<file path="src/rtl/core/pvrb_pkg.sv">
// ----------------------------------------------------------------------------
// Phase vocoder resynthesis bin - package
// Widths, register indexes, word types and the CORDIC angle table.
// ----------------------------------------------------------------------------
`default_nettype none

package pvrb_pkg;

   localparam int MAX_HALF_SIZE = 512;
   localparam int STORE_DEPTH   = MAX_HALF_SIZE + 1;
   localparam int ADDR_W        = $clog2(STORE_DEPTH);
   localparam int FILL_W        = $clog2(STORE_DEPTH + 1);
   localparam int BIN_W         = 10;
   localparam int AMP_W         = 16;
   localparam int FREQ_W        = 32;
   localparam int PHASE_W       = 32;
   localparam int CFG_W         = 32;
   localparam int OUT_W         = 17;
   localparam int OUT_MAX       = 65535;
   localparam int DEV_W         = 40;
   localparam int DEV_HALF      = DEV_W / 2;
   localparam int REQ_DATA_W    = 48;
   localparam int RSP_DATA_W    = 48;
   localparam int CSR_ADDR_W    = 2;

   localparam logic [CSR_ADDR_W-1:0] REG_HALF_SIZE    = 2'd0;
   localparam logic [CSR_ADDR_W-1:0] REG_BIN_SPACING  = 2'd1;
   localparam logic [CSR_ADDR_W-1:0] REG_TURNS_PER_HZ = 2'd2;
   localparam logic [BIN_W-1:0]      HALF_SIZE_RESET  = 10'd256;

   localparam int QUEUE_DEPTH = 4;
   localparam int QPTR_W      = $clog2(QUEUE_DEPTH);
   localparam int QCNT_W      = $clog2(QUEUE_DEPTH + 1);

   localparam int CORDIC_STAGES = 24;
   localparam int STAGE_W       = $clog2(CORDIC_STAGES);
   localparam int CW            = 35;
   localparam int ZW            = 34;
   localparam logic [31:0] KINV = 32'd2608131496;

   typedef struct packed {
      logic [AMP_W-1:0]         amp;
      logic signed [FREQ_W-1:0] freq;
      logic [BIN_W-1:0]         bin;
      logic                     nyq;
      logic                     seen;
   } item_type;

   typedef struct packed {
      logic [BIN_W-1:0] bin;
      logic             nyq;
      logic             flip;
   } meta_type;

   function automatic logic signed [ZW-1:0] atan_turn(input logic [STAGE_W-1:0] i);
      logic signed [ZW-1:0] v;
      unique case (i)
         5'd0:    v = 34'sd536870912;
         5'd1:    v = 34'sd316933406;
         5'd2:    v = 34'sd167458907;
         5'd3:    v = 34'sd85004756;
         5'd4:    v = 34'sd42667331;
         5'd5:    v = 34'sd21354465;
         5'd6:    v = 34'sd10679838;
         5'd7:    v = 34'sd5340245;
         5'd8:    v = 34'sd2670163;
         5'd9:    v = 34'sd1335087;
         5'd10:   v = 34'sd667544;
         5'd11:   v = 34'sd333772;
         5'd12:   v = 34'sd166886;
         5'd13:   v = 34'sd83443;
         5'd14:   v = 34'sd41722;
         5'd15:   v = 34'sd20861;
         5'd16:   v = 34'sd10430;
         5'd17:   v = 34'sd5215;
         5'd18:   v = 34'sd2608;
         5'd19:   v = 34'sd1304;
         5'd20:   v = 34'sd652;
         5'd21:   v = 34'sd326;
         5'd22:   v = 34'sd163;
         5'd23:   v = 34'sd81;
         default: v = '0;
      endcase
      return v;
   endfunction

endpackage

`default_nettype wire

</file>
<file path="src/rtl/core/pvrb_queue.sv">
// ----------------------------------------------------------------------------
// Phase vocoder resynthesis bin - bin queue
// Short first-in first-out queue between front end and back end.
// ----------------------------------------------------------------------------
`default_nettype none

module pvrb_queue (
   input  wire logic               clock,
   input  wire logic               reset,
   input  wire logic               push,
   input  pvrb_pkg::item_type      push_item,
   input  wire logic               pop,
   output pvrb_pkg::item_type      pop_item,
   output logic                    full,
   output logic                    empty
);

   pvrb_pkg::item_type               slot_ff [0:pvrb_pkg::QUEUE_DEPTH-1];
   logic [pvrb_pkg::QPTR_W-1:0]      wr_ptr_ff, wr_ptr_in;
   logic [pvrb_pkg::QPTR_W-1:0]      rd_ptr_ff, rd_ptr_in;
   logic [pvrb_pkg::QCNT_W-1:0]      count_ff, count_in;

   assign full     = (count_ff == pvrb_pkg::QCNT_W'(pvrb_pkg::QUEUE_DEPTH));
   assign empty    = (count_ff == '0);
   assign pop_item = slot_ff[rd_ptr_ff];

   always_comb begin
      wr_ptr_in = push ? wr_ptr_ff + pvrb_pkg::QPTR_W'(1) : wr_ptr_ff;
      rd_ptr_in = pop  ? rd_ptr_ff + pvrb_pkg::QPTR_W'(1) : rd_ptr_ff;
      count_in  = count_ff + pvrb_pkg::QCNT_W'(push) - pvrb_pkg::QCNT_W'(pop);
   end

   always_ff @(posedge clock) begin
      if (push) begin
         slot_ff[wr_ptr_ff] <= push_item;
      end
   end

   always_ff @(posedge clock) begin
      if (reset) begin
         wr_ptr_ff <= '0;
         rd_ptr_ff <= '0;
         count_ff  <= '0;
      end else begin
         wr_ptr_ff <= wr_ptr_in;
         rd_ptr_ff <= rd_ptr_in;
         count_ff  <= count_in;
      end
   end

endmodule

`default_nettype wire

</file>
<file path="config.mk">
export PLATFORM = sky130hd
export DESIGN_NAME = pvrb_queue
export DESIGN_NICKNAME = d
export VERILOG_FILES = /design/src/rtl/core/pvrb_pkg.sv /design/src/rtl/core/pvrb_queue.sv
export SDC_FILE = /design/constraint.sdc
export NUM_CORES = 1
export LEC_CHECK = 0
export BUFFER_PORTS_ARGS = -buffer_cell sky130_fd_sc_hd__buf_2
export CAP_MARGIN = 0
export CORE_MARGIN = 3
export CORE_UTILIZATION = 55
export CTS_BUF_LIST = sky130_fd_sc_hd__clkbuf_2 sky130_fd_sc_hd__clkbuf_4 sky130_fd_sc_hd__clkbuf_8
export CTS_CLUSTER_SIZE = 16
export DETAILED_ROUTE_END_ITERATION = 7
export PLACE_DENSITY = 0.77
export SYNTH_ARGS = -nofsm -noshare
export SYNTH_HDL_FRONTEND = slang
export SYNTH_SLANG_ARGS = --single-unit
</file>
<file path="constraint.sdc">
create_clock -name clock -period 3.1 [get_ports clock]
set_clock_uncertainty 0.15 [all_clocks]
set_input_delay 0 -clock clock [delete_from_list [all_inputs] [get_ports clock]]
set_output_delay 0 -clock clock [all_outputs]
set_load 0.02 [all_outputs]
</file>
==> summary.md, run 1 <==
| Metric | Value |
|---|---|
| Status | `finished clean` |
| FF+latch area | `0.00739 mm²` |
| Yosys Warn Count | `0` |
| CTS Sinks | `249` |
| Setup_tns | `0 ns` |
| Crit share post-route | `0.719` |
| Area leader, netlist | `edfxtp_1` |
| Post-synth top cells | `edfxtp_1 (240), mux4_2 (60), dfxtp_1 (9)` |
| CTS Buffer Depth | `3` |
| Worst slew pin tran | `0.922 ns` |
| Area grow syn2layout | `23.8%` |
| First-pass GRT wire length | `26300 µm` |
| Worst path required time | `2.95 ns` |
| Top-area cell type share of the netlist area | `0.787` |
| Unrepaired setup endpoints after global routing | `false` |
| Final instance area | `0.0113 mm²` |
| Share of post-route cells with drive strength above 1 | `0.432` |
| Overall Power | `7410 µW` |
| Post-synth EDFFs | `240` |
| Final ANT Viol Nets | `0` |
| Syn_area_per_cell | `25.7 µm²` |
| Via count | `4424` |
| RePlAce Congestion | `0.695` |
| Final Max Slew Viols | `0` |
| Rows | `46` |
| DR WL/cell | `19.9 µm` |
| Total Nets Final | `645` |
| Type of origin of the critical path | `flop` |
| Die ar. | `0.0182 mm²` |
| Max-slew headroom | `0.385` |
| N_diodes | `0` |
| Clock buffer count from CTS | `39` |
| DRC Markers | `0` |
| Dpl hpwl | `8870 µm` |
| DRT Wirelength | `16200 µm` |
| CP Capture Type | `output port` |
| Final hold viol count | `0` |
| Worst path arrival time | `2.08 ns` |
| Post-place instance area | `0.00994 mm²` |
| Crit-path max FO | `60` |
| PwrDens | `654 mW/mm²` |
| Initial core utilization | `0.569` |
| Area of the multi-input gates | `0.00160 mm²` |
| Fmax | `449 MHz` |
| Die H | `135 µm` |
| GRT Total Usage | `0.188` |
| Ys flop type | `edfxtp_1` |
| Total grt overflow | `0` |
| Routed vias/inst | `5.42` |
| Worst-Skew Late Latency | `0.50 ns` |
| Die width | `135 µm` |
| Final setup fails | `0` |
| Worst vdd ir | `360 µV` |
| CTS tree | `built` |
| Count leader, synth | `edfxtp_1` |
| DR pass1 iterations | `4` |
| Number of gates resized after cts | `0` |
| Total of max-cap violations | `0` |
| Layout fillers | `992` |
| Clock root cell | `clkbuf_8` |
| Hold Crit Class | `input pin to flop` |
| Top cells by area, synth | `edfxtp_1 (79%), mux4_2 (15%), dfxtp_1 (2.0%)` |
| Antenna violations before repair | `0` |
| WS Path Type | `flop to output port` |
| Post-Syn Nets | `427` |
| Pin count of the biggest net entering global routing | `61` |
| WHS | `0.0915 ns` |
| Minimum clock period | `2.23 ns` |
| Sequential share of the synthesized area | `0.806` |
| H-tree levels | `2` |
| Initial DRC count | `310` |
| #FFs+latches synth | `249` |
| Post-synthesis cell type count | `21` |
| IO Port Bufs | `125` |
| IO Count | `126` |
| Mapped Cells | `356` |
| Vias in the first global route | `4971` |
| Clk slew on worst S/H paths | `0.06 ns` |
| Async SR Flop Fraction | `0` |
| Netlist Area Pre-Place | `0.00916 mm²` |
| Core area | `0.0161 mm²` |
| Leakage | `0.00394 µW` |
[worst max-delay path: stages (launching register included)]
cell and delay [ns]:
dfxtp_4 0.93, mux4_2 0.44, buf_2 0.18
[power by group]
| group | leakage [µW] | internal [µW] | switching (µW) |
|---|---|---|---|
| Clock | 0.000413 | 1490 | 1130 |
| Sequential | 0.00228 | 3870 | 67.5 |
| Combinational | 0.00124 | 389 | 462 |
| Total | 0.00394 | 5750 | 1660 |
[registers in the layout, indices dropped and copies added (netlist names), named ones only]
name,flops
slot_ff,240
count_ff,3
rd_ptr_ff,2
wr_ptr_ff,2
[per-layer routing]
metal	part of all wire	wire length, µm	track usage	vias to the layer above
met5	0	0	0	-
met4	0.015	242	0.0526	0
met3	0.078	1270	0.0518	26
met2	0.51	8260	0.313	184
met1	0.40	6460	0.250	2258
li1	-	-	-	1956
[layout by cell type (no fill, tap or decap), drive strengths merged]
master / n
edfxtp: 240
buf: 127
dlygate4sd3: 64
clkbuf: 61
mux4: 60
dfxtp: 9
inv: 6
ha: 6
clkinv: 6
nor2: 5
and2: 4
nor2b: 2
xnor2: 2
nor3: 1
and3: 1
a21bo: 1
nand3b: 1
a21oi: 1
mux2i: 1
xor3: 1
fa: 1
[cells by family after synthesis]
kind of cell,share of synthesized area
DFF,0.806
adders and majority gates,0.0104
xor gates and xnor gates,0.00451
and+or+nand+nor,0.00819
AOI/OAI and AO/OA,0.00164
buffers and inverters,0.0205
muxes,0.149
[metrics by stage]
stage           util  std cells  worst slack [ns]
6_report       0.704        816             0.871
5_1_grt        0.704        816             0.741
4_1_cts        0.704        816             0.802
3_5_place_dp   0.617        685              1.15
3_3_place_gp   0.617        685              1.22
2_1_floorplan      -        356             0.568
[final timing paths]
check        slack (ns)                      start                        to  cells after the start
max                0.87                       flop              pop_item[12]                      2
min                0.09              push_item[47]  slot_ff[0][47]$_DFFE_PP_                      2
max reg2reg        1.13     count_ff[0]$_SDFF_PP0_    count_ff[2]$_SDFF_PP0_                      7
min reg2reg        0.41  rd_ptr_ff[0]$_SDFFE_PP0P_                      flop                      2
[timing repair]
action	in CTS	in global routing
hold endpoints to repair	249	0
hold buffers	64	0
buffers inserted	0	0
[final cells by class]
cell class                 count  area share
sequential                   249       0.652
multi-input combinational     87       0.141
timing repair buffer         191       0.114
clock buffer                  61      0.0647
tap                          216      0.0238
clock inverter                 6     0.00243
inverter                       6     0.00199
(Power assumes the default switching activity.)
==> inputs of run 2 (changes only) <==
ABC_AREA = 1   (was not set)
CORE_UTILIZATION = 54   (was 55)
PLACE_DENSITY = 0.78   (was 0.77)
clock period = 1.85 ns   (was 3.1 ns; I/O delays follow)
==> run 2 against run 1 <==
  * Largest power group unchanged
  * Register-to-register slack got worse by 1.0 ns
  * Utilization increased by 3.6 points
  * Combinational power increased by 150%
  * Clock power increased by 74%
  * Cell area increased by 18%
  * Via count increased by 51%
  * Synthesized cell count increased by 110%
  * The run now ends with setup timing left
  * Cell count increased by 53%
  * Setup slack got worse by 1.1 ns
  * Synthesized area increased by 10%
  * Clock-buffer cell count decreased by 10
  * Non-clock buffer count increased by 39
==> summary.md, run 2 <==
| Metric | Value |
|---|---|
| Dpl hpwl | `10400 µm (+17%)` |
| Netlist Area Pre-Place | `0.0101 mm² (+10%)` |
| Antenna violations before repair | `1 (+1)` |
| Pin count of the biggest net entering global routing | `54 (-11%)` |
| Ys flop type | `edfxtp_1` |
| Post-place instance area | `0.0110 mm² (+11%)` |
| Failing checks | `setup timing` |
| Top-area cell type share of the netlist area | `0.713 (-0.0734)` |
| CTS tree | `built` |
| Most frequent cells in the layout | `edfxtp_1 (240), inv_1 (130), nand2_1 (111)` |
| Worst slew pin tran | `0.326 ns (-0.596 ns)` |
| Via count | `6673 (+51%)` |
| Initial core utilization | `0.557 (-0.0117)` |
| Overall Power | `13200 µW (+78%)` |
| Rows | `49 (+6.5%)` |
| Mapped Cells | `756 (+110%)` |
| Worst path arrival time | `1.90 ns (-0.18 ns)` |
| Final setup fails | `19 (+19)` |
| Crit-path max FO | `17 (-72%)` |
| Max reg flops | `240 (unchanged)` |
| Worst Reg2Reg Path Length in Cells | `7 (unchanged)` |
| IO Port Bufs | `125 (unchanged)` |
| Total of max-cap violations | `0 (unchanged)` |
| Final core utilization | `0.740 (+0.0361)` |
| Final Max Slew Viols | `0 (unchanged)` |
| Final ANT Viol Nets | `0 (unchanged)` |
| Post-Syn Nets | `827 (+94%)` |
| Share of post-route cells with drive strength above 1 | `0.310 (-0.121)` |
| Clock power share | `0.345 (-0.009)` |
| Layout fillers | `1083 (+9.2%)` |
| Die width | `143 µm (+5.7%)` |
| Yosys Warn Count | `0 (unchanged)` |
| Clock buffer count from CTS | `38 (-2.6%)` |
| Minimum clock period | `2.05 ns` |
| Type of origin of the critical path | `flop` |
| Max-slew headroom | `0.783 (+0.398)` |
| Setup_tns | `-0.591 ns (-0.591 ns)` |
| DRC Markers | `0 (unchanged)` |
| Clk slew on worst S/H paths | `0.06 ns (about the same)` |
| Area leader, netlist | `edfxtp_1` |
| Unrepaired setup endpoints after global routing | `true` |
| Setup ws final | `-0.197 ns (-1.07 ns)` |
| PwrDens | `981 mW/mm² (+50%)` |
| First-pass GRT wire length | `32800 µm (+25%)` |
| Sequential share of the synthesized area | `0.731 (-0.0753)` |
| Initial DRC count | `582 (+88%)` |
| Vias in the first global route | `6524 (+31%)` |
| DRT Wirelength | `24000 µm (+48%)` |
| Post-synth EDFFs | `240 (unchanged)` |
| Status | `complete, but fails checks` |
| Top Registers | `slot_ff x240, count_ff x3` |
| Clock root cell | `clkbuf_8` |
| Hold-critical path depth | `3 (+1)` |
| GRT Total Usage | `0.209 (+0.0210)` |
| Commonest non-fill, non-tap cell in the layout | `edfxtp_1` |
| Final std cells w/o fill | `1245 (+53%)` |
| Power share of the sequential group | `0.496 (-0.035)` |
| Psw | `3280 µW (+98%)` |
| Hold Crit Class | `input pin to flop` |
| RePlAce Congestion | `0.745 (+7.2%)` |
| Post-synth top cells | `edfxtp_1 (240), inv_1 (136), nand2_1 (128), a21oi_1 (46), o21ai_0 (44)` |
| CP Capture Type | `output port` |
| Final instance area | `0.0134 mm² (+18%)` |
| Combinational share of power | `0.158 (+0.043)` |
| Core area | `0.0181 mm² (+13%)` |
| Final hold viol count | `0 (unchanged)` |
| DR pass1 iterations | `5 (+1)` |
| Worst path required time | `1.70 ns (-1.25 ns)` |
| DR WL/cell | `19.3 µm (-3.2%)` |
| H-tree levels | `2 (unchanged)` |
| Worst-Skew Late Latency | `0.52 ns (+0.02 ns)` |
| WS Path Type | `flop to output port` |
| Total Nets Final | `1057 (+64%)` |
| Largest Register | `slot_ff` |
| Leakage | `0.00528 µW (+34%)` |
| Die ar. | `0.0204 mm² (+12%)` |
| #FFs+latches synth | `249 (unchanged)` |
| Worst vdd ir | `580 µV (+61%)` |
| Top cells by area, synth | `edfxtp_1 (71%), inv_1 (5.1%), nand2_1 (4.8%)` |
| CTS Buffer Depth | `3 (unchanged)` |
| Area grow syn2layout | `32.8%` |
| Post-synthesis cell type count | `21 (unchanged)` |
| Count leader, synth | `edfxtp_1` |
| CTS Sinks | `249 (unchanged)` |
| IO Count | `126 (unchanged)` |
| Syn_area_per_cell | `13.4 µm² (-48%)` |
| Fmax | `488 MHz` |
| Routed vias/inst | `5.36 (-1.1%)` |
| Die H | `143 µm (+5.7%)` |
| Total grt overflow | `0 (unchanged)` |
| Switching part of the total power | `0.249 (+0.0256)` |
| Pint | `9890 µW (+72%)` |
| Crit share post-route | `1.11` |
| Post-placement cell count | `1085 (+58%)` |
| Async SR Flop Fraction | `0 (unchanged)` |
## run 2: power groups by stage
stage               combinational, µW  clock (µW)  sequential [µW]
detailed placement               1410           0             6640
finish                           2090        4550             6540
global route                     2230        4840             6550
floorplan                         951           0             6620
CTS                              1790        4580             6530
global placement                 1370           0             6640
## run 2: layout make-up
cell class	count	area (µm²)	area share
diodes	1	2.50	0.000186
clock buffers	51	639	0.0476
clock inverters	18	129	0.00960
inverters	136	526	0.0391
multi-input cells	331	2030	0.151
flip-flops and latches	249	7400	0.551
well taps	229	287	0.0213
repair buffers	230	2410	0.180
## run 2: worst paths after layout
check                            start                         to  slack [ns]
max                               flop               pop_item[27]       -0.20
min                              reset     count_ff[0]$_SDFF_PP0_        0.05
min reg2reg  rd_ptr_ff[1]$_SDFFE_PP0P_  rd_ptr_ff[1]$_SDFFE_PP0P_        0.32
max reg2reg     count_ff[0]$_SDFF_PP0_     count_ff[1]$_SDFF_PP0_        0.10
## run 2: through the flow
step / hold WS (ns) / setup slack (ns)
finish: 0.0492 / -0.197
floorplan: -0.0788 / -0.156
CTS: 0.0230 / -0.0295
detailed placement: 0.0482 / 0.143
global route: 0.0607 / -0.228
global placement: 0.0468 / 0.187
## run 2: critical path, stage by stage (launching register included)
cell     delay [ns]
dfxtp_4        0.39
buf_8          0.16
buf_16         0.16
a21oi_1        0.23
o21ai_0        0.16
nand2_1        0.12
buf_4          0.15
## run 2: logic make-up (layout without fill, tap and decap cells)
group / Yosys count / after routing / share of synthesized area
AOI/OAI and AO/OA: 190 / 190 / 0.126
adders and majority gates: 7 / 7 / 0.00941
buffers and inverters: 176 / 435 / 0.0833
DFF: 249 / 249 / 0.731
other: 0 / 1 / 0
and+or+nand+nor: 134 / 134 / 0.0500
## run 2: routing by layer
metal  GRT usage  up-vias  share of wire
met3      0.0452       54          0.072
met4      0.0875        0          0.026
met5           0        -              0
met2       0.356      292           0.50
met1       0.261     3216           0.40
li1            -     3111              -
## run 2: timing repair
action                                  CTS  global route
pin swaps                                14            47
buffers inserted                          5             2
endpoints found under the hold margin   249             0
cloned                                    9            11
endpoints found under the setup margin   60            60
resized for setup                        73            94
hold buffers                             63             0
==> inputs of run 3 (changes only) <==
CORE_UTILIZATION = 45   (was 54)
PLACE_DENSITY = 0.67   (was 0.78)
==> run 3 against run 2 <==
  * The flow still finishes with violations (setup timing)
  * First-iteration DRC count down 27%
  * Cell area up 2.3%
  * Global-route usage down 3.8 points
  * Sequential share of layout area down 1.3 points
  * Via count down 3.5%
  * Sequential cell count unchanged
  * Critical path depth unchanged
  * Cell count up 4.8%
  * Hold slack worse by 0.0019 ns
  * Utilization down 11 points
  * Critical endpoint is now pop_item[28]
  * Largest cell class unchanged
==> summary.md, run 3 (synthesized netlist as in run 2, its figures left out) <==
| Metric | Value |
|---|---|
| Final setup fails | `5 (-14)` |
| IO Count | `126 (unchanged)` |
| Core area | `0.0220 mm² (+21%)` |
| Crit share post-route | `1.01 (-0.0989)` |
| Worst slew pin tran | `0.309 ns (-0.0163 ns)` |
| Overall Power | `13200 µW (about the same)` |
| Status | `complete, but fails checks` |
| Most frequent cells in the layout | `edfxtp_1 (240), inv_1 (130), nand2_1 (112)` |
| Clk slew on worst S/H paths | `0.06 ns (about the same)` |
| Total Nets Final | `1066 (+0.85%)` |
| Psw | `3270 µW (-0.56%)` |
| Buf+Inv Stages, Crit Path | `3 (unchanged)` |
| Critical Path Stages | `6 (unchanged)` |
| Clock power share | `0.341 (-0.004)` |
| Clock buffer count from CTS | `41 (+7.9%)` |
| Worst vdd ir | `481 µV (-17%)` |
| Leakage | `0.00535 µW (+1.4%)` |
| Failing checks | `setup timing` |
| Commonest non-fill, non-tap cell in the layout | `edfxtp_1` |
| DR WL/cell | `17.4 µm (-9.9%)` |
| Final hold viol count | `0 (unchanged)` |
| WS Path Type | `flop to output port` |
| Cell Chain, Critical Path | `buf_12, clkbuf_16, a21oi_2, o21ai_1, nand2_1, buf_6` |
| Worst path top cell family by delay | `buffers and inverters` |
| Worst path required time | `1.70 ns (about the same)` |
| Total of max-cap violations | `0 (unchanged)` |
| Layout fillers | `1633 (+51%)` |
| Fmax | `536 MHz (+9.8%)` |
| Post-placement cell count | `1137 (+4.8%)` |
| Hold Crit Class | `input pin to flop` |
| Top Registers | `slot_ff x240, count_ff x3` |
| CTS tree | `built` |
| CTS Buffer Depth | `3 (unchanged)` |
| Minimum clock period | `1.86 ns (-0.183 ns)` |
| Antenna violations before repair | `2 (+1)` |
| Rows | `54 (+10%)` |
| GRT Total Usage | `0.171 (-0.0377)` |
| Max-slew headroom | `0.794 (+0.0109)` |
| PwrDens | `960 mW/mm² (-2.2%)` |
| DR pass1 iterations | `5 (unchanged)` |
| DRT Wirelength | `22700 µm (-5.5%)` |
| Hold Crit Start | `reset` |
| Crit Reg-Reg Startpoint | `count_ff[0]$_SDFF_PP0_` |
| DRC Markers | `0 (unchanged)` |
| Die H | `156 µm (+9.1%)` |
| Final Max Slew Viols | `0 (unchanged)` |
| Unrepaired setup endpoints after global routing | `true` |
| Worst path arrival time | `1.71 ns (-0.19 ns)` |
| RePlAce Congestion | `0.711 (-4.6%)` |
| Critical path endpoint | `pop_item[28]` |
| CP max-delay cell | `dfxtp_4` |
| First-pass GRT wire length | `32700 µm (-0.27%)` |
| Setup ws final | `-0.0143 ns (+0.183 ns)` |
| Via count | `6440 (-3.5%)` |
| WHS | `0.0473 ns (-0.00187 ns)` |
| Combinational share of power | `0.163 (+0.005)` |
| Largest Register | `slot_ff` |
| Area grow syn2layout | `35.9%` |
| Routed vias/inst | `4.93 (-7.9%)` |
| Initial core utilization | `0.460 (-0.0967)` |
| H-tree levels | `2 (unchanged)` |
| Pin count of the biggest net entering global routing | `42 (-22%)` |
| Share of post-route cells with drive strength above 1 | `0.329 (+0.0188)` |
| CTS Sinks | `249 (unchanged)` |
| IO Port Bufs | `125 (unchanged)` |
| Clock root cell | `clkbuf_8` |
| Final std cells w/o fill | `1305 (+4.8%)` |
| CP Capture Type | `output port` |
| Total grt overflow | `0 (unchanged)` |
| R2R Path End | `count_ff[2]$_SDFF_PP0_` |
| Switching part of the total power | `0.248 (-0.00164)` |
| Worst Reg2Reg Path Length in Cells | `8 (+1)` |
| Largest stage delay on the critical path | `0.40 ns (about the same)` |
| Die width | `156 µm (+9.1%)` |
| Crit-path max FO | `7 (-10)` |
| Final core utilization | `0.626 (-0.114)` |
| Initial DRC count | `425 (-27%)` |
| Die ar. | `0.0243 mm² (+19%)` |
| Worst-Skew Late Latency | `0.51 ns (about the same)` |
| Worst R2R Setup Slack | `0.16 ns (+0.06 ns)` |
| Final ANT Viol Nets | `0 (unchanged)` |
| Power share of the sequential group | `0.495 (about the same)` |
| Max reg flops | `240 (unchanged)` |
| Dpl hpwl | `11000 µm (+6.1%)` |
| Type of origin of the critical path | `flop` |
| Vias in the first global route | `6337 (-2.9%)` |
| Pint | `9920 µW (+0.31%)` |
[run 3: cell count changes in the layout (fill, tap and decap cells not counted), sizes merged]
cell	delta
clkinvlp	+2
clkinv	-7
buf	+5
bufinv	-2
clkbuf	+11
[run 3: timing repair]
action                                 CTS  global route
hold buffers                            63             0
gates cloned                             9            14
endpoints found under the hold margin  255             0
pin swaps                               17            49
setup endpoints to repair               60            60
setup buffers                            8             1
resized for setup                       93           119
[run 3: through the flow]
stage               setup slack, ns  area, µm²  TNS (ns)
finish                      -0.0143      13700   -0.0310
global route                -0.0943      13700     -2.63
CTS                         -0.0503      13100    -0.608
detailed placement            0.151      11100         0
global placement              0.177      11100         0
floorplan                    -0.156      10100    -34.93
[run 3: power by group through the flow]
stage / clock network, µW / logic [µW] / registers (µW)
6_report: 4500 / 2150 / 6530
3_3_place_gp: 0 / 1420 / 6630
5_1_grt: 4890 / 2330 / 6550
3_5_place_dp: 0 / 1440 / 6640
4_1_cts: 4590 / 1870 / 6520
2_1_floorplan: 0 / 951 / 6620
[run 3: per-layer routing]
layer | wire length (µm) | share of wire | GRT usage | vias up
li1 | - | - | - | 3130
met1 | 10000 | 0.44 | 0.232 | 3086
met2 | 10900 | 0.48 | 0.272 | 188
met3 | 1380 | 0.061 | 0.0497 | 34
met4 | 380 | 0.017 | 0.0505 | 2
met5 | 13 | 0.00057 | 0 | -
[run 3: layout make-up]
type / instances / area, µm² / area share
clock buffers: 61 / 721 / 0.0525
multi-input cells: 331 / 2070 / 0.150
well taps: 280 / 350 / 0.0255
clock inverters: 11 / 51.3 / 0.00373
flip-flops and latches: 249 / 7400 / 0.539
diodes: 1 / 2.50 / 0.000182
inverters: 136 / 526 / 0.0383
repair buffers: 236 / 2620 / 0.191
[run 3: worst min path at each step]
| stage | endpoint | slack, ns | cells after the start |
|---|---|---|---|
| after global routing | count_ff[0]$_SDFF_PP0_ | 0.03 | 3 |
| after global placement | count_ff[0]$_SDFF_PP0_ | 0.05 | 2 |
| final | count_ff[0]$_SDFF_PP0_ | 0.05 | 3 |
| after detailed placement | count_ff[0]$_SDFF_PP0_ | 0.05 | 2 |
| after CTS | count_ff[0]$_SDFF_PP0_ | 0.02 | 3 |
| after floorplan | count_ff[0]$_SDFF_PP0_ | -0.08 | 1 |
[run 3: worst reg2reg max path, delay by kind of cell, from the launching register on]
family                   cells  cell delay, ns
flip-flops                   1            0.35
adder cells (fa/ha/maj)      3            0.82
buffers and inverters        2            0.09
AND/OR/NAND/NOR              3            0.24
