[config.mk]
export PLATFORM = sky130hd
export DESIGN_NAME = pvrb_front
export DESIGN_NICKNAME = d
export VERILOG_FILES = /design/src/rtl/core/pvrb_pkg.sv /design/src/rtl/core/pvrb_front.sv
export SDC_FILE = /design/constraint.sdc
export NUM_CORES = 1
export LEC_CHECK = 0
export BUFFER_PORTS_ARGS = -buffer_cell sky130_fd_sc_hd__buf_2
export CAP_MARGIN = 20
export CORE_MARGIN = 2
export CORE_UTILIZATION = 50
export DETAILED_ROUTE_END_ITERATION = 16
export GPL_TIMING_DRIVEN = 0
export HOLD_SLACK_MARGIN = 0.15
export PLACE_DENSITY = 0.95
export SLEW_MARGIN = 20
export SYNTH_ARGS = -nofsm -noshare
export SYNTH_HDL_FRONTEND = slang
export SYNTH_SLANG_ARGS = --single-unit
[constraint.sdc]
create_clock -name clock -period 12.74 [get_ports clock]
set_input_delay 3.822 -clock clock [delete_from_list [all_inputs] [get_ports clock]]
set_output_delay 3.822 -clock clock [all_outputs]
set_load 0.02 [all_outputs]
[src/rtl/core/pvrb_pkg.sv]
// ----------------------------------------------------------------------------
// Phase vocoder resynthesis bin - package
// Widths, register indexes, word types and the CORDIC angle table.
// ----------------------------------------------------------------------------
`default_nettype none

package pvrb_pkg;

   localparam int MAX_HALF_SIZE = 512;
   localparam int STORE_DEPTH   = MAX_HALF_SIZE + 1;
   localparam int ADDR_W        = $clog2(STORE_DEPTH);
   localparam int FILL_W        = $clog2(STORE_DEPTH + 1);
   localparam int BIN_W         = 10;
   localparam int AMP_W         = 16;
   localparam int FREQ_W        = 32;
   localparam int PHASE_W       = 32;
   localparam int CFG_W         = 32;
   localparam int OUT_W         = 17;
   localparam int OUT_MAX       = 65535;
   localparam int DEV_W         = 40;
   localparam int DEV_HALF      = DEV_W / 2;
   localparam int REQ_DATA_W    = 48;
   localparam int RSP_DATA_W    = 48;
   localparam int CSR_ADDR_W    = 2;

   localparam logic [CSR_ADDR_W-1:0] REG_HALF_SIZE    = 2'd0;
   localparam logic [CSR_ADDR_W-1:0] REG_BIN_SPACING  = 2'd1;
   localparam logic [CSR_ADDR_W-1:0] REG_TURNS_PER_HZ = 2'd2;
   localparam logic [BIN_W-1:0]      HALF_SIZE_RESET  = 10'd256;

   localparam int QUEUE_DEPTH = 4;
   localparam int QPTR_W      = $clog2(QUEUE_DEPTH);
   localparam int QCNT_W      = $clog2(QUEUE_DEPTH + 1);

   localparam int CORDIC_STAGES = 24;
   localparam int STAGE_W       = $clog2(CORDIC_STAGES);
   localparam int CW            = 35;
   localparam int ZW            = 34;
   localparam logic [31:0] KINV = 32'd2608131496;

   typedef struct packed {
      logic [AMP_W-1:0]         amp;
      logic signed [FREQ_W-1:0] freq;
      logic [BIN_W-1:0]         bin;
      logic                     nyq;
      logic                     seen;
   } item_type;

   typedef struct packed {
      logic [BIN_W-1:0] bin;
      logic             nyq;
      logic             flip;
   } meta_type;

   function automatic logic signed [ZW-1:0] atan_turn(input logic [STAGE_W-1:0] i);
      logic signed [ZW-1:0] v;
      unique case (i)
         5'd0:    v = 34'sd536870912;
         5'd1:    v = 34'sd316933406;
         5'd2:    v = 34'sd167458907;
         5'd3:    v = 34'sd85004756;
         5'd4:    v = 34'sd42667331;
         5'd5:    v = 34'sd21354465;
         5'd6:    v = 34'sd10679838;
         5'd7:    v = 34'sd5340245;
         5'd8:    v = 34'sd2670163;
         5'd9:    v = 34'sd1335087;
         5'd10:   v = 34'sd667544;
         5'd11:   v = 34'sd333772;
         5'd12:   v = 34'sd166886;
         5'd13:   v = 34'sd83443;
         5'd14:   v = 34'sd41722;
         5'd15:   v = 34'sd20861;
         5'd16:   v = 34'sd10430;
         5'd17:   v = 34'sd5215;
         5'd18:   v = 34'sd2608;
         5'd19:   v = 34'sd1304;
         5'd20:   v = 34'sd652;
         5'd21:   v = 34'sd326;
         5'd22:   v = 34'sd163;
         5'd23:   v = 34'sd81;
         default: v = '0;
      endcase
      return v;
   endfunction

endpackage

`default_nettype wire

[src/rtl/core/pvrb_front.sv]
// ----------------------------------------------------------------------------
// Phase vocoder resynthesis bin - front end
// Accept words, number the bins, mark Nyquist and first-visit bins.
// ----------------------------------------------------------------------------
`default_nettype none

module pvrb_front (
   input  wire logic                             clock,
   input  wire logic                             reset,
   input  wire logic                             in_valid,
   output logic                                  in_ready,
   input  wire logic [pvrb_pkg::AMP_W-1:0]       in_amp,
   input  wire logic signed [pvrb_pkg::FREQ_W-1:0] in_freq,
   input  wire logic [pvrb_pkg::BIN_W-1:0]       half_size,
   input  wire logic                             queue_full,
   output logic                                  push,
   output pvrb_pkg::item_type                    item
);

   logic [pvrb_pkg::BIN_W-1:0]  counter_ff, counter_in;
   logic [pvrb_pkg::FILL_W-1:0] fill_ff, fill_in;
   logic [pvrb_pkg::BIN_W-1:0]  eff;
   logic [pvrb_pkg::BIN_W-1:0]  bin;
   logic                        nyq;

   always_comb begin
      priority if (half_size == '0) begin
         eff = pvrb_pkg::BIN_W'(1);
      end else if (half_size > pvrb_pkg::BIN_W'(pvrb_pkg::MAX_HALF_SIZE)) begin
         eff = pvrb_pkg::BIN_W'(pvrb_pkg::MAX_HALF_SIZE);
      end else begin
         eff = half_size;
      end
      bin = (counter_ff >= eff) ? eff : counter_ff;
      nyq = (bin == eff);
   end

   assign in_ready = !queue_full;
   assign push     = in_valid && in_ready;

   assign item.amp  = in_amp;
   assign item.freq = in_freq;
   assign item.bin  = bin;
   assign item.nyq  = nyq;
   assign item.seen = pvrb_pkg::FILL_W'(bin) < fill_ff;

   always_comb begin
      counter_in = counter_ff;
      fill_in    = fill_ff;
      if (push) begin
         counter_in = nyq ? '0 : bin + pvrb_pkg::BIN_W'(1);
         if (pvrb_pkg::FILL_W'(bin) == fill_ff) begin
            fill_in = fill_ff + pvrb_pkg::FILL_W'(1);
         end
      end
   end

   always_ff @(posedge clock) begin
      if (reset) begin
         counter_ff <= '0;
         fill_ff    <= '0;
      end else begin
         counter_ff <= counter_in;
         fill_ff    <= fill_in;
      end
   end

endmodule

`default_nettype wire

==> results of run 1 <==
-- layout make-up --
type,instances,area share
tap,52,0.0231
clock buffer,4,0.0195
buffer,63,0.169
sequential,20,0.142
timing repair buffer,75,0.133
multi-input combinational,196,0.492
inverter,16,0.0213
-- worst max-delay path by stage --
stage                 start       to  slack (ps)  cells past startpoint
6_report       half_size[5]  item[0]        1080                     21
5_1_grt        half_size[5]  item[0]         830                     21
4_1_cts        half_size[5]  item[0]        1090                     21
3_5_place_dp   half_size[5]  item[0]        1190                     21
3_3_place_gp   half_size[5]  item[0]        1250                     21
2_1_floorplan  half_size[5]  item[0]        1470                     19
-- cells by family (layout without fill, tap and decap cells) --
logic type | Yosys count | in the layout
and+or+nand+nor | 109 | 109
buffers and inverters | 79 | 158
AOI/OAI and AO/OA | 50 | 50
adders and majority gates | 22 | 22
DFF | 20 | 20
xor gates and xnor gates | 11 | 11
muxes | 4 | 4
-- critical path, cell delays in order --
cell,delay (ps)
sky130_fd_sc_hd__buf_2,120
sky130_fd_sc_hd__or4_4,550
sky130_fd_sc_hd__nor2_4,160
sky130_fd_sc_hd__nor2_1,60
sky130_fd_sc_hd__nor2_1,160
sky130_fd_sc_hd__ha_1,270
sky130_fd_sc_hd__nand2b_1,150
sky130_fd_sc_hd__a31oi_1,190
sky130_fd_sc_hd__o21ai_1,100
sky130_fd_sc_hd__a31oi_1,210
sky130_fd_sc_hd__clkbuf_1,350
sky130_fd_sc_hd__nand2_1,90
sky130_fd_sc_hd__o21ai_1,200
sky130_fd_sc_hd__ha_1,330
sky130_fd_sc_hd__nor2b_1,150
sky130_fd_sc_hd__o21a_1,160
sky130_fd_sc_hd__o21a_1,170
sky130_fd_sc_hd__o21ai_0,140
sky130_fd_sc_hd__a31oi_1,100
sky130_fd_sc_hd__a31oi_1,170
sky130_fd_sc_hd__buf_2,180
-- cells in the final DEF (no fill, tap or decap), drive strengths merged, types with 3 or more instances in the layout --
| cell | count |
|---|---|
| a21oi | 5 |
| a31oi | 7 |
| and3 | 5 |
| buf | 132 |
| clkbuf | 10 |
| dfxtp | 20 |
| ha | 22 |
| inv | 16 |
| mux2i | 3 |
| nand2 | 34 |
| nand2b | 7 |
| nand3 | 8 |
| nand3b | 6 |
| nor2 | 17 |
| nor3 | 4 |
| nor3b | 5 |
| nor4 | 6 |
| nor4b | 4 |
| o21a | 3 |
| o21ai | 18 |
| o221ai | 9 |
| or4 | 3 |
| xnor2 | 10 |
-- registers in the layout (all words and copies together), names as in the netlist --
| signal | flops |
|---|---|
| fill_ff | 10 |
| counter_ff | 10 |
-- report_power, final --
part           internal, mW  switching (mW)
sequential           0.0639         0.00235
clock                0.0276          0.0223
combinational        0.0343          0.0458
-- per-layer routing --
layer | vias to the layer above | global-route usage
met1 | 1076 | 0.280
li1 | 1157 | -
met3 | 14 | 0.0333
met4 | 0 | 0.0881
met5 | - | 0
met2 | 159 | 0.398
-- metrics by stage --
stage	cells	total power, mW	instance area, µm²
6_report	426	0.196	2820
5_1_grt	426	0.206	2820
4_1_cts	426	0.196	2820
3_5_place_dp	422	0.147	2760
3_3_place_gp	422	0.144	2760
2_1_floorplan	295	0.125	2320
==> flow_summary.rst, run 1 <==
.. list-table::
   :header-rows: 1

   * - Metric
     - Value
   * - Fraction of layout instances using a drive strength above 1
     - 0.396
   * - Count of nets after finishing
     - between 400 and 500
   * - Type of the worst min-delay path
     - reg2reg
   * - Via count of the routed design
     - roughly 2400
   * - Worst slew slack as a fraction of its limit
     - 0.524
   * - Arrival time of the worst setup path
     - about 8000 ps
   * - Library cell with the largest summed area after synthesis
     - sky130_fd_sc_hd__dfxtp_1
   * - Number of remaining DRC errors
     - 0
   * - Cell with the most instances after synthesis
     - sky130_fd_sc_hd__buf_4
   * - Width of the die
     - around 72 µm
   * - Max IR drop VDD
     - 0.0000353 V
   * - Average footprint of a synthesized cell
     - between 7 and 8 µm²
   * - Post-synthesis xor/xnor area fraction
     - 0.0415
   * - PwrDens
     - ~70 nW/µm²
   * - Area fraction in and, or, nand and nor cells after synthesis
     - 0.264
   * - Main flop type after synthesis
     - sky130_fd_sc_hd__dfxtp_1
   * - # Max-Cap Violations
     - 0
   * - WP data required
     - 8920 ps
   * - Post-route ant nets
     - 0
   * - Count of mapped cells out of synthesis
     - roughly 300
   * - Post-CTS sizing
     - 0
   * - Starting DRT DRC Count
     - 155
   * - Setup slack after layout
     - roughly 1100 ps
   * - Main combinational cell family by area after synthesis
     - simple AND/OR/NAND/NOR gates
   * - Maximum achievable frequency
     - between 80 and 90 MHz
   * - Number of diodes added for antenna fixing
     - 0
   * - HPWL Detailed
     - 4710 µm
   * - Share of synthesized cell area in full adder, half adder and majority cells
     - 0.119
   * - Largest net degree at the start of global routing
     - 12
   * - Place WS
     - between 1000 and 1500 ps
   * - Number of distinct library cells after synthesis
     - 47
   * - Crit path max fanout
     - 10
   * - Overall routed net length
     - 6070 µm
   * - Worst flop-to-flop path endpoint
     - fill_ff[9]$_SDFFE_PP0P_
   * - TritonCTS clock tree
     - done
   * - Wire length of the first global-routing pass
     - 9500 µm
   * - RSZ-0062 raised after global routing
     - false
   * - Post-CTS setup-driven buffer insertion count
     - 0
   * - Number of buffers added by the clock tree synthesis step
     - 3
   * - Clock Root Buffer
     - sky130_fd_sc_hd__clkbuf_8
   * - Worst hold endpoint
     - fill_ff[1]$_SDFFE_PP0P_
   * - Worst R2R Start
     - counter_ff[9]$_SDFFE_PP0P_
   * - Number of sinks driven by the clock tree
     - 20
   * - Worst Tran Pin Value
     - roughly 700 ps
   * - Port Buffers
     - 75
   * - GRT Residual Overflow
     - 0
   * - Result of the run
     - complete, no violations
   * - Final critical-path share of the clock period
     - 0.915
   * - Hold Slack
     - approximately 550 ps
   * - Reg2reg path depth
     - 15
   * - Fill cell total of the finished layout
     - between 300 and 400
   * - Fraction of the yosys area taken by sequential cells
     - 0.173
   * - Post-Syn Nets
     - 379
   * - WHS Path Cells
     - 2
   * - Drt wl/cell
     - ~14 µm
   * - Final Hold Viols
     - 0
   * - CTS max path bufs
     - 2
   * - Clock transition at the registers of the reported paths
     - 70 ps
   * - Initial Utilization
     - 0.526
   * - Global placement routability congestion
     - between 0.9 and 1
   * - Post-synth EDFFs
     - 0
   * - Ports placed on the boundary
     - ~120
   * - Final min period
     - ~12000 ps
   * - Synth top area share
     - 0.173
   * - Relative area change from synthesis to final layout
     - 21.3%
   * - Final core utilization
     - 0.638
   * - Via count of the first global-routing pass
     - 2144
   * - Max Used Layer
     - met4
   * - Clock network latency to the later pin of the worst-skew pair
     - roughly 270 ps
   * - Worst R2R Setup Slack
     - between 8000 and 9000 ps
   * - Setup violations, final
     - 0
   * - Portion of netlist area occupied by mux cells
     - 0.0178
   * - Wire length on met3
     - ~600 µm
   * - Setup total negative slack
     - 0 ps
   * - Hold-fix buffer count after cts
     - 0
   * - Type of element launching the critical path
     - input port
   * - Post-Route Skew
     - 4.47 ps
   * - Flops & latches, synth
     - 20
   * - Static Leak
     - 1.37 nW
   * - Area inside the core boundary
     - 4410 µm²
   * - Area of the mapped netlist
     - 2320 µm²
   * - Leading post-synthesis cells by cell area
     - sky130_fd_sc_hd__dfxtp_1, sky130_fd_sc_hd__buf_4, sky130_fd_sc_hd__ha_1, sky130_fd_sc_hd__nand2_1, sky130_fd_sc_hd__xnor2_1
   * - Via density
     - approximately 5.6
   * - Sum of met2 wire segment lengths after detailed routing
     - 2940 µm
   * - Complex-gate fraction of the synthesized area
     - 0.155
   * - Total Die Area
     - between 5000 and 6000 µm²
   * - Type of destination of the critical path
     - primary output
   * - Seq. cell area
     - between 400 and 500 µm²
   * - WL met1
     - ~2400 µm
   * - Antenna violations before repair
     - 0
   * - Pre-antenna DRT Iters
     - 5
   * - Row Count
     - 24
   * - Async SR Flop Fraction
     - 0
   * - Max-slew violations
     - 0
   * - Count of yosys warnings during synthesis
     - 0
   * - Start-to-end type of the worst setup path
     - in2out
   * - H-tree depth reported by CTS
     - 1
   * - List of most frequent post-synthesis cells
     - sky130_fd_sc_hd__buf_4, sky130_fd_sc_hd__nand2_1, sky130_fd_sc_hd__ha_1
   * - Die Y-Extent
     - 72.1 µm
   * - GRT Total Usage
     - 0.227
   * - Area of the multi-input gates
     - around 1400 µm²
   * - Worst hold path startpoint
     - fill_ff[1]$_SDFFE_PP0P_
(Power assumes the default switching activity.)
==> inputs of run 2 (changes only) <==
--- a/config.mk
+++ b/config.mk
@@ -9,6 +9,7 @@
 export CAP_MARGIN = 20
 export CORE_MARGIN = 2
 export CORE_UTILIZATION = 50
+export CTS_BUF_LIST = sky130_fd_sc_hd__clkbuf_16
 export DETAILED_ROUTE_END_ITERATION = 16
 export GPL_TIMING_DRIVEN = 0
 export HOLD_SLACK_MARGIN = 0.15
==> flow_summary.rst, run 2 (synthesis results as in run 1) <==
.. list-table::
   :header-rows: 1

   * - Metric
     - Value
   * - Result of the run
     - complete, no violations
   * - Commonest non-fill, non-tap cell in the layout
     - sky130_fd_sc_hd__buf_2
   * - Fraction of layout instances using a drive strength above 1
     - 0.393 (-0.00267)
   * - Port Buffers
     - 75 (unchanged)
   * - Maximum achievable frequency
     - 86.1 MHz (+0.41%)
   * - Clock transition at the registers of the reported paths
     - 60 ps (about the same)
   * - Arrival time of the worst setup path
     - 7790 ps (-50 ps)
   * - Type of element launching the critical path
     - input port
   * - Row Count
     - 24 (unchanged)
   * - Crit path launch
     - half_size[5]
   * - Hold-fix buffer count after cts
     - 0 (unchanged)
   * - Worst slew slack as a fraction of its limit
     - 0.658 (+0.133)
   * - Largest net degree at the start of global routing
     - 12 (unchanged)
   * - Clock network latency to the later pin of the worst-skew pair
     - 250 ps (-20 ps)
   * - Worst R2R Setup Slack
     - 8890 ps (+20 ps)
   * - Relative area change from synthesis to final layout
     - 22.4%
   * - Die Y-Extent
     - 72.1 µm (unchanged)
   * - Type of destination of the critical path
     - primary output
   * - # Max-Cap Violations
     - 0 (unchanged)
   * - Via density
     - 5.65 (about the same)
   * - HPWL Detailed
     - 4710 µm (unchanged)
   * - Pre-antenna DRT Iters
     - 4 (-1)
   * - Largest registers ranked by flip-flop count
     - counter_ff x10, fill_ff x10
   * - Worst hold path startpoint
     - fill_ff[1]$_SDFFE_PP0P_
   * - Final critical-path share of the clock period
     - 0.912 (-0.00375)
   * - Reg2reg path depth
     - 15 (unchanged)
   * - Most used cells in the layout excluding fill and tap cells
     - sky130_fd_sc_hd__buf_2, sky130_fd_sc_hd__buf_4, sky130_fd_sc_hd__nand2_1, sky130_fd_sc_hd__ha_1, sky130_fd_sc_hd__dfxtp_1
   * - Count of nets after finishing
     - 459 (unchanged)
   * - RSZ-0062 raised after global routing
     - false
   * - Initial Utilization
     - 0.526 (unchanged)
   * - Number of sinks driven by the clock tree
     - 20 (unchanged)
   * - Number of diodes added for antenna fixing
     - 0 (unchanged)
   * - Post-CTS sizing
     - 0 (unchanged)
   * - TritonCTS clock tree
     - done
   * - Via count of the routed design
     - 2405 (-0.042%)
   * - Standard cell area after detailed placement
     - 2760 µm² (unchanged)
   * - WHS Path Cells
     - 2 (unchanged)
   * - Final Hold Viols
     - 0 (unchanged)
   * - Max IR drop VDD
     - 0.0000415 V (+18%)
   * - Seq. cell area
     - 400 µm² (unchanged)
   * - Setup total negative slack
     - 0 ps (unchanged)
   * - Overall routed net length
     - 5990 µm (-1.3%)
   * - WP data required
     - 8920 ps (about the same)
   * - PwrDens
     - 74.7 nW/µm² (+7.2%)
   * - Crit path max fanout
     - 10 (unchanged)
   * - Drt wl/cell
     - 14.1 µm (-1.3%)
   * - Type of the worst min-delay path
     - reg2reg
   * - Wire length of the first global-routing pass
     - 9460 µm (-0.44%)
   * - Number of remaining DRC errors
     - 0 (unchanged)
   * - Fill cell total of the finished layout
     - 363 (-6.9%)
   * - Clock Root Buffer
     - sky130_fd_sc_hd__clkbuf_16
   * - Post-route ant nets
     - 0 (unchanged)
   * - Max-slew violations
     - 0 (unchanged)
   * - Worst R2R Start
     - counter_ff[9]$_SDFFE_PP0P_
   * - H-tree depth reported by CTS
     - 1 (unchanged)
   * - Post-layout instance count excluding filler cells
     - 426 (unchanged)
   * - Finished Cell Area
     - 2840 µm² (+0.84%)
   * - Number of buffers added by the clock tree synthesis step
     - 3 (unchanged)
   * - Start-to-end type of the worst setup path
     - in2out
   * - CTS max path bufs
     - 2 (unchanged)
   * - Post-CTS setup-driven buffer insertion count
     - 0 (unchanged)
   * - Antenna violations before repair
     - 0 (unchanged)
   * - GRT Residual Overflow
     - 0 (unchanged)
   * - Final min period
     - 11610 ps (-47.8 ps)
   * - Starting DRT DRC Count
     - 189 (+22%)
   * - Width of the die
     - 72.1 µm (unchanged)
   * - Setup violations, final
     - 0 (unchanged)
   * - Worst Tran Pin Value
     - 509 ps (-198 ps)
   * - Area of the multi-input gates
     - 1390 µm² (unchanged)
   * - GRT Total Usage
     - 0.224 (-0.00347)
   * - Final core utilization
     - 0.643 (+0.00538)
   * - Post-Route Skew
     - 1.73 ps (-2.74 ps)
   * - Ports placed on the boundary
     - 124 (unchanged)
   * - Worst flop-to-flop path endpoint
     - fill_ff[9]$_SDFFE_PP0P_
   * - Instance count after placement with tap cells included
     - 422 (unchanged)
   * - Via count of the first global-routing pass
     - 2193 (+2.3%)
   * - Global placement routability congestion
     - 0.916 (unchanged)
   * - Worst hold endpoint
     - fill_ff[1]$_SDFFE_PP0P_
   * - Area inside the core boundary
     - 4410 µm² (unchanged)
   * - Static Leak
     - 1.38 nW (+0.71%)
   * - Total Die Area
     - 5200 µm² (unchanged)
[run 2: metrics by stage]
stage	total power, mW	hold slack [ps]	worst slack, ps
detailed placement	0.147	547	1190
CTS	0.212	561	1150
global route	0.223	593	893
finish	0.212	557	1130
global placement	0.144	524	1250
floorplan	0.125	501	1470
[run 2: final cells by class]
class / instances / area share
Buffer: 63 / 0.167
Clock buffer: 3 / 0.0264
Clock inverter: 1 / 0.00132
Inverter: 16 / 0.0211
Multi-Input combinational cell: 196 / 0.488
Sequential cell: 20 / 0.141
Tap cell: 52 / 0.0229
Timing Repair Buffer: 75 / 0.132
[run 2: worst max-delay path: stages]
cell	delay (ps)
sky130_fd_sc_hd__buf_2	120
sky130_fd_sc_hd__or4_4	550
sky130_fd_sc_hd__nor2_4	180
sky130_fd_sc_hd__nor2_1	60
sky130_fd_sc_hd__nor2_1	130
sky130_fd_sc_hd__ha_1	250
sky130_fd_sc_hd__nand2b_1	140
sky130_fd_sc_hd__a31oi_1	180
sky130_fd_sc_hd__o21ai_1	100
sky130_fd_sc_hd__a31oi_1	210
sky130_fd_sc_hd__clkbuf_1	340
sky130_fd_sc_hd__nand2_1	110
sky130_fd_sc_hd__o21ai_1	210
sky130_fd_sc_hd__ha_1	320
sky130_fd_sc_hd__nor2b_1	150
sky130_fd_sc_hd__o21a_1	160
sky130_fd_sc_hd__o21a_1	170
sky130_fd_sc_hd__o21ai_0	150
sky130_fd_sc_hd__a31oi_1	100
sky130_fd_sc_hd__a31oi_1	170
sky130_fd_sc_hd__buf_2	180
[run 2: worst max path at each step]
| stage | end |
|---|---|
| 2_1_floorplan | item[0] |
| 3_3_place_gp | item[0] |
| 3_5_place_dp | item[0] |
| 4_1_cts | item[0] |
| 5_1_grt | item[0] |
| 6_report | item[0] |
[run 2: layer usage]
metal / vias up / GRT usage / routed length (µm)
li1: 1154 / - / -
met1: 1095 / 0.268 / 2370
met2: 144 / 0.390 / 2970
met3: 12 / 0.0417 / 566
met4: 0 / 0.0922 / 88
met5: - / 0 / 0
[run 2: power breakdown]
part	leakage [nW]	internal [mW]	switching (mW)
logic	1.18	0.0342	0.0455
clock network	0.0385	0.0419	0.0242
registers	0.162	0.0640	0.00235
==> inputs of run 3 (changes only) <==
--- a/config.mk
+++ b/config.mk
@@ -5,15 +5,17 @@
 export SDC_FILE = /design/constraint.sdc
 export NUM_CORES = 1
 export LEC_CHECK = 0
+export ABC_CLOCK_PERIOD_IN_PS = 11600
 export BUFFER_PORTS_ARGS = -buffer_cell sky130_fd_sc_hd__buf_2
 export CAP_MARGIN = 20
 export CORE_MARGIN = 2
-export CORE_UTILIZATION = 50
+export CORE_UTILIZATION = 46
 export CTS_BUF_LIST = sky130_fd_sc_hd__clkbuf_16
 export DETAILED_ROUTE_END_ITERATION = 16
 export GPL_TIMING_DRIVEN = 0
 export HOLD_SLACK_MARGIN = 0.15
-export PLACE_DENSITY = 0.95
+export PLACE_DENSITY = 0.89
+export RECOVER_POWER = 100
 export SLEW_MARGIN = 20
 export SYNTH_ARGS = -nofsm -noshare
 export SYNTH_HDL_FRONTEND = slang
==> constraint.sdc (replaced) <==
create_clock -name clock -period 11.6 [get_ports clock]
set_input_delay 3.48 -clock clock [delete_from_list [all_inputs] [get_ports clock]]
set_output_delay 3.48 -clock clock [all_outputs]
set_load 0.02 [all_outputs]
==> flow_summary.rst, run 3 (synthesis results as in run 1) <==
.. list-table::
   :header-rows: 1

   * - Metric
     - Value
   * - Area inside the core boundary
     - 4790 µm² (+8.4%)
   * - Clock network latency to the later pin of the worst-skew pair
     - 250 ps (about the same)
   * - Via count of the routed design
     - 2312 (-3.9%)
   * - Ports placed on the boundary
     - 124 (unchanged)
   * - Post-route ant nets
     - 0 (unchanged)
   * - Final Hold Viols
     - 0 (unchanged)
   * - Type of the worst min-delay path
     - reg2reg
   * - Clock transition at the registers of the reported paths
     - 60 ps (about the same)
   * - Setup violations, final
     - 0 (unchanged)
   * - Die Y-Extent
     - 75.0 µm (+4.0%)
   * - PwrDens
     - 82.6 nW/µm² (+11%)
   * - Largest net degree at the start of global routing
     - 12 (unchanged)
   * - Cell with the largest stage delay on the worst path
     - sky130_fd_sc_hd__or4_4
   * - H-tree depth reported by CTS
     - 1 (unchanged)
   * - Most frequent cell on the critical path
     - sky130_fd_sc_hd__a31oi_1
   * - Clock Root Buffer
     - sky130_fd_sc_hd__clkbuf_16
   * - Wire length on met3
     - 519 µm (-8.3%)
   * - Pre-antenna DRT Iters
     - 7 (+3)
   * - CTS max path bufs
     - 2 (unchanged)
   * - Commonest non-fill, non-tap cell in the layout
     - sky130_fd_sc_hd__clkbuf_1
   * - Type of destination of the critical path
     - primary output
   * - Via count of the first global-routing pass
     - 2018 (-8.0%)
   * - Worst path bufs/invs
     - 3 (unchanged)
   * - # Max-Cap Violations
     - 0 (unchanged)
   * - Max IR drop VDD
     - 0.0000536 V (+29%)
   * - Port Buffers
     - 75 (unchanged)
   * - Number of remaining DRC errors
     - 0 (unchanged)
   * - Category of cells accounting for the largest share of critical-path delay
     - compound AO/OA/AOI/OAI gates
   * - Count of nets after finishing
     - 459 (unchanged)
   * - Number of sinks driven by the clock tree
     - 20 (unchanged)
   * - Via density
     - 5.24 (-7.1%)
   * - HPWL Detailed
     - 4560 µm (-3.2%)
   * - Start-to-end type of the worst setup path
     - in2out
   * - Initial Utilization
     - 0.485 (-0.0408)
   * - Maximum achievable frequency
     - about 90 MHz
   * - Crit path max fanout
     - 10 (unchanged)
   * - GRT Total Usage
     - 0.205 (-0.0190)
   * - Worst slew slack as a fraction of its limit
     - 0.464 (-0.194)
   * - Result of the run
     - complete, no violations
   * - Wire length of the first global-routing pass
     - 9040 µm (-4.4%)
   * - Sum of met2 wire segment lengths after detailed routing
     - 2670 µm (-10%)
   * - Worst path max stage delay
     - 520 ps (-30 ps)
   * - WL met1
     - 2470 µm (+4.1%)
   * - Number of diodes added for antenna fixing
     - 0 (unchanged)
   * - Final min period
     - between 10000 and 15000 ps
   * - Max Used Layer
     - met4
   * - Width of the die
     - 75.0 µm (+4.0%)
   * - Max-slew violations
     - 0 (unchanged)
   * - Largest registers ranked by flip-flop count
     - counter_ff x10, fill_ff x10
   * - Post-CTS setup-driven buffer insertion count
     - 0 (unchanged)
   * - Relative area change from synthesis to final layout
     - 18.7%
   * - Global placement routability congestion
     - 0.898 (-1.9%)
   * - Antenna violations before repair
     - 0 (unchanged)
   * - Arrival time of the worst setup path
     - 7600 ps (-190 ps)
   * - Row Count
     - 25 (+4.2%)
   * - Number of buffers added by the clock tree synthesis step
     - 3 (unchanged)
   * - Standard cell area after detailed placement
     - 2780 µm² (+0.68%)
   * - Total Die Area
     - 5630 µm² (+8.2%)
   * - Drt wl/cell
     - 13.0 µm (-7.7%)
   * - TritonCTS clock tree
     - done
   * - Fraction of layout instances using a drive strength above 1
     - 0.222 (-0.171)
   * - Starting DRT DRC Count
     - 186 (-1.6%)
   * - Fill cell total of the finished layout
     - 458 (+26%)
   * - Most used cells in the layout excluding fill and tap cells
     - sky130_fd_sc_hd__clkbuf_1, sky130_fd_sc_hd__buf_4, sky130_fd_sc_hd__nand2_1, sky130_fd_sc_hd__ha_1, sky130_fd_sc_hd__dfxtp_1
   * - Hold-fix buffer count after cts
     - 0 (unchanged)
   * - Setup total negative slack
     - 0 ps (unchanged)
   * - Overall routed net length
     - 5730 µm (-4.4%)
   * - Finished Cell Area
     - 2750 µm² (-3.0%)
   * - Static Leak
     - 1.20 nW (-13%)
   * - Ordered list of cells on the worst path
     - buf_2, or4_4, nor2_1, nor2_1, nor2_1, ha_1, nand2b_1, a31oi_1, o21ai_1, a31oi_1, clkbuf_1, o21ai_1, ha_1, nor2b_1, o21a_1, o21a_1, o21ai_0, a31oi_1, a31oi_1, buf_2
   * - Post-Route Skew
     - 2.18 ps (+0.441 ps)
   * - GRT Residual Overflow
     - 0 (unchanged)
   * - Type of element launching the critical path
     - input port
   * - WP data required
     - 8120 ps (-800 ps)
   * - RSZ-0062 raised after global routing
     - false
   * - Worst Tran Pin Value
     - 797 ps (+288 ps)
   * - Final critical-path share of the clock period
     - 0.955
   * - Post-CTS sizing
     - 0 (unchanged)
==> run 3: cell types whose count changed in the layout (fill, tap and decap cells not counted), sizes merged <==
cell    change
buf        -61
clkbuf     +61
==> run 3: tightest hold or removal path, stage by stage, from the launching register on <==
cell	delay, ps
sky130_fd_sc_hd__dfxtp_1	330
sky130_fd_sc_hd__mux2i_1	120
sky130_fd_sc_hd__nor2_1	50
==> run 3: layer usage <==
layer	vias up	track usage
li1	1148	-
met1	1016	0.282
met2	139	0.334
met3	9	0.0295
met4	0	0.0556
met5	-	0
==> run 3: path summary, 6_finish.rpt <==
check	from	to	slack, ps	cells after the start
setup / recovery	half_size[5]	item[0]	520	20
hold / removal	fill_ff[1]$_SDFFE_PP0P_	fill_ff[1]$_SDFFE_PP0P_	550	2
hold reg to reg	fill_ff[1]$_SDFFE_PP0P_	fill_ff[1]$_SDFFE_PP0P_	550	2
setup reg to reg	counter_ff[0]$_SDFFE_PP0P_	fill_ff[9]$_SDFFE_PP0P_	6880	16
==> run 3: report_power, final <==
group          switching [mW]  total [mW]  leakage (nW)  internal [mW]
combinational          0.0485      0.0820         0.996         0.0335
clock                  0.0267      0.0726        0.0385         0.0460
sequential            0.00256      0.0729         0.162         0.0703
total                  0.0778       0.228          1.20          0.150
==> run 3: layout make-up <==
type | instances | area (µm²) | area share
inverter | 16 | 60.1 | 0.0218
clock buffer | 3 | 75.1 | 0.0273
buffer | 63 | 470 | 0.171
timing repair buffer | 75 | 302 | 0.109
tap | 67 | 83.8 | 0.0304
multi-input combinational | 196 | 1360 | 0.493
clock inverter | 1 | 3.75 | 0.00136
sequential | 20 | 400 | 0.145
==> run 3: stage by stage <==
| step | cells | hold WS, ps | power [mW] | utilization | setup WS, ps |
|---|---|---|---|---|---|
| 2_1_floorplan | 295 | 501 | 0.137 | - | 1010 |
| 3_3_place_gp | 437 | 528 | 0.159 | 0.581 | 800 |
| 6_report | 441 | 546 | 0.228 | 0.575 | 516 |
| 5_1_grt | 441 | 612 | 0.239 | 0.575 | 219 |
| 4_1_cts | 441 | 547 | 0.233 | 0.597 | 725 |
| 3_5_place_dp | 437 | 537 | 0.161 | 0.581 | 754 |
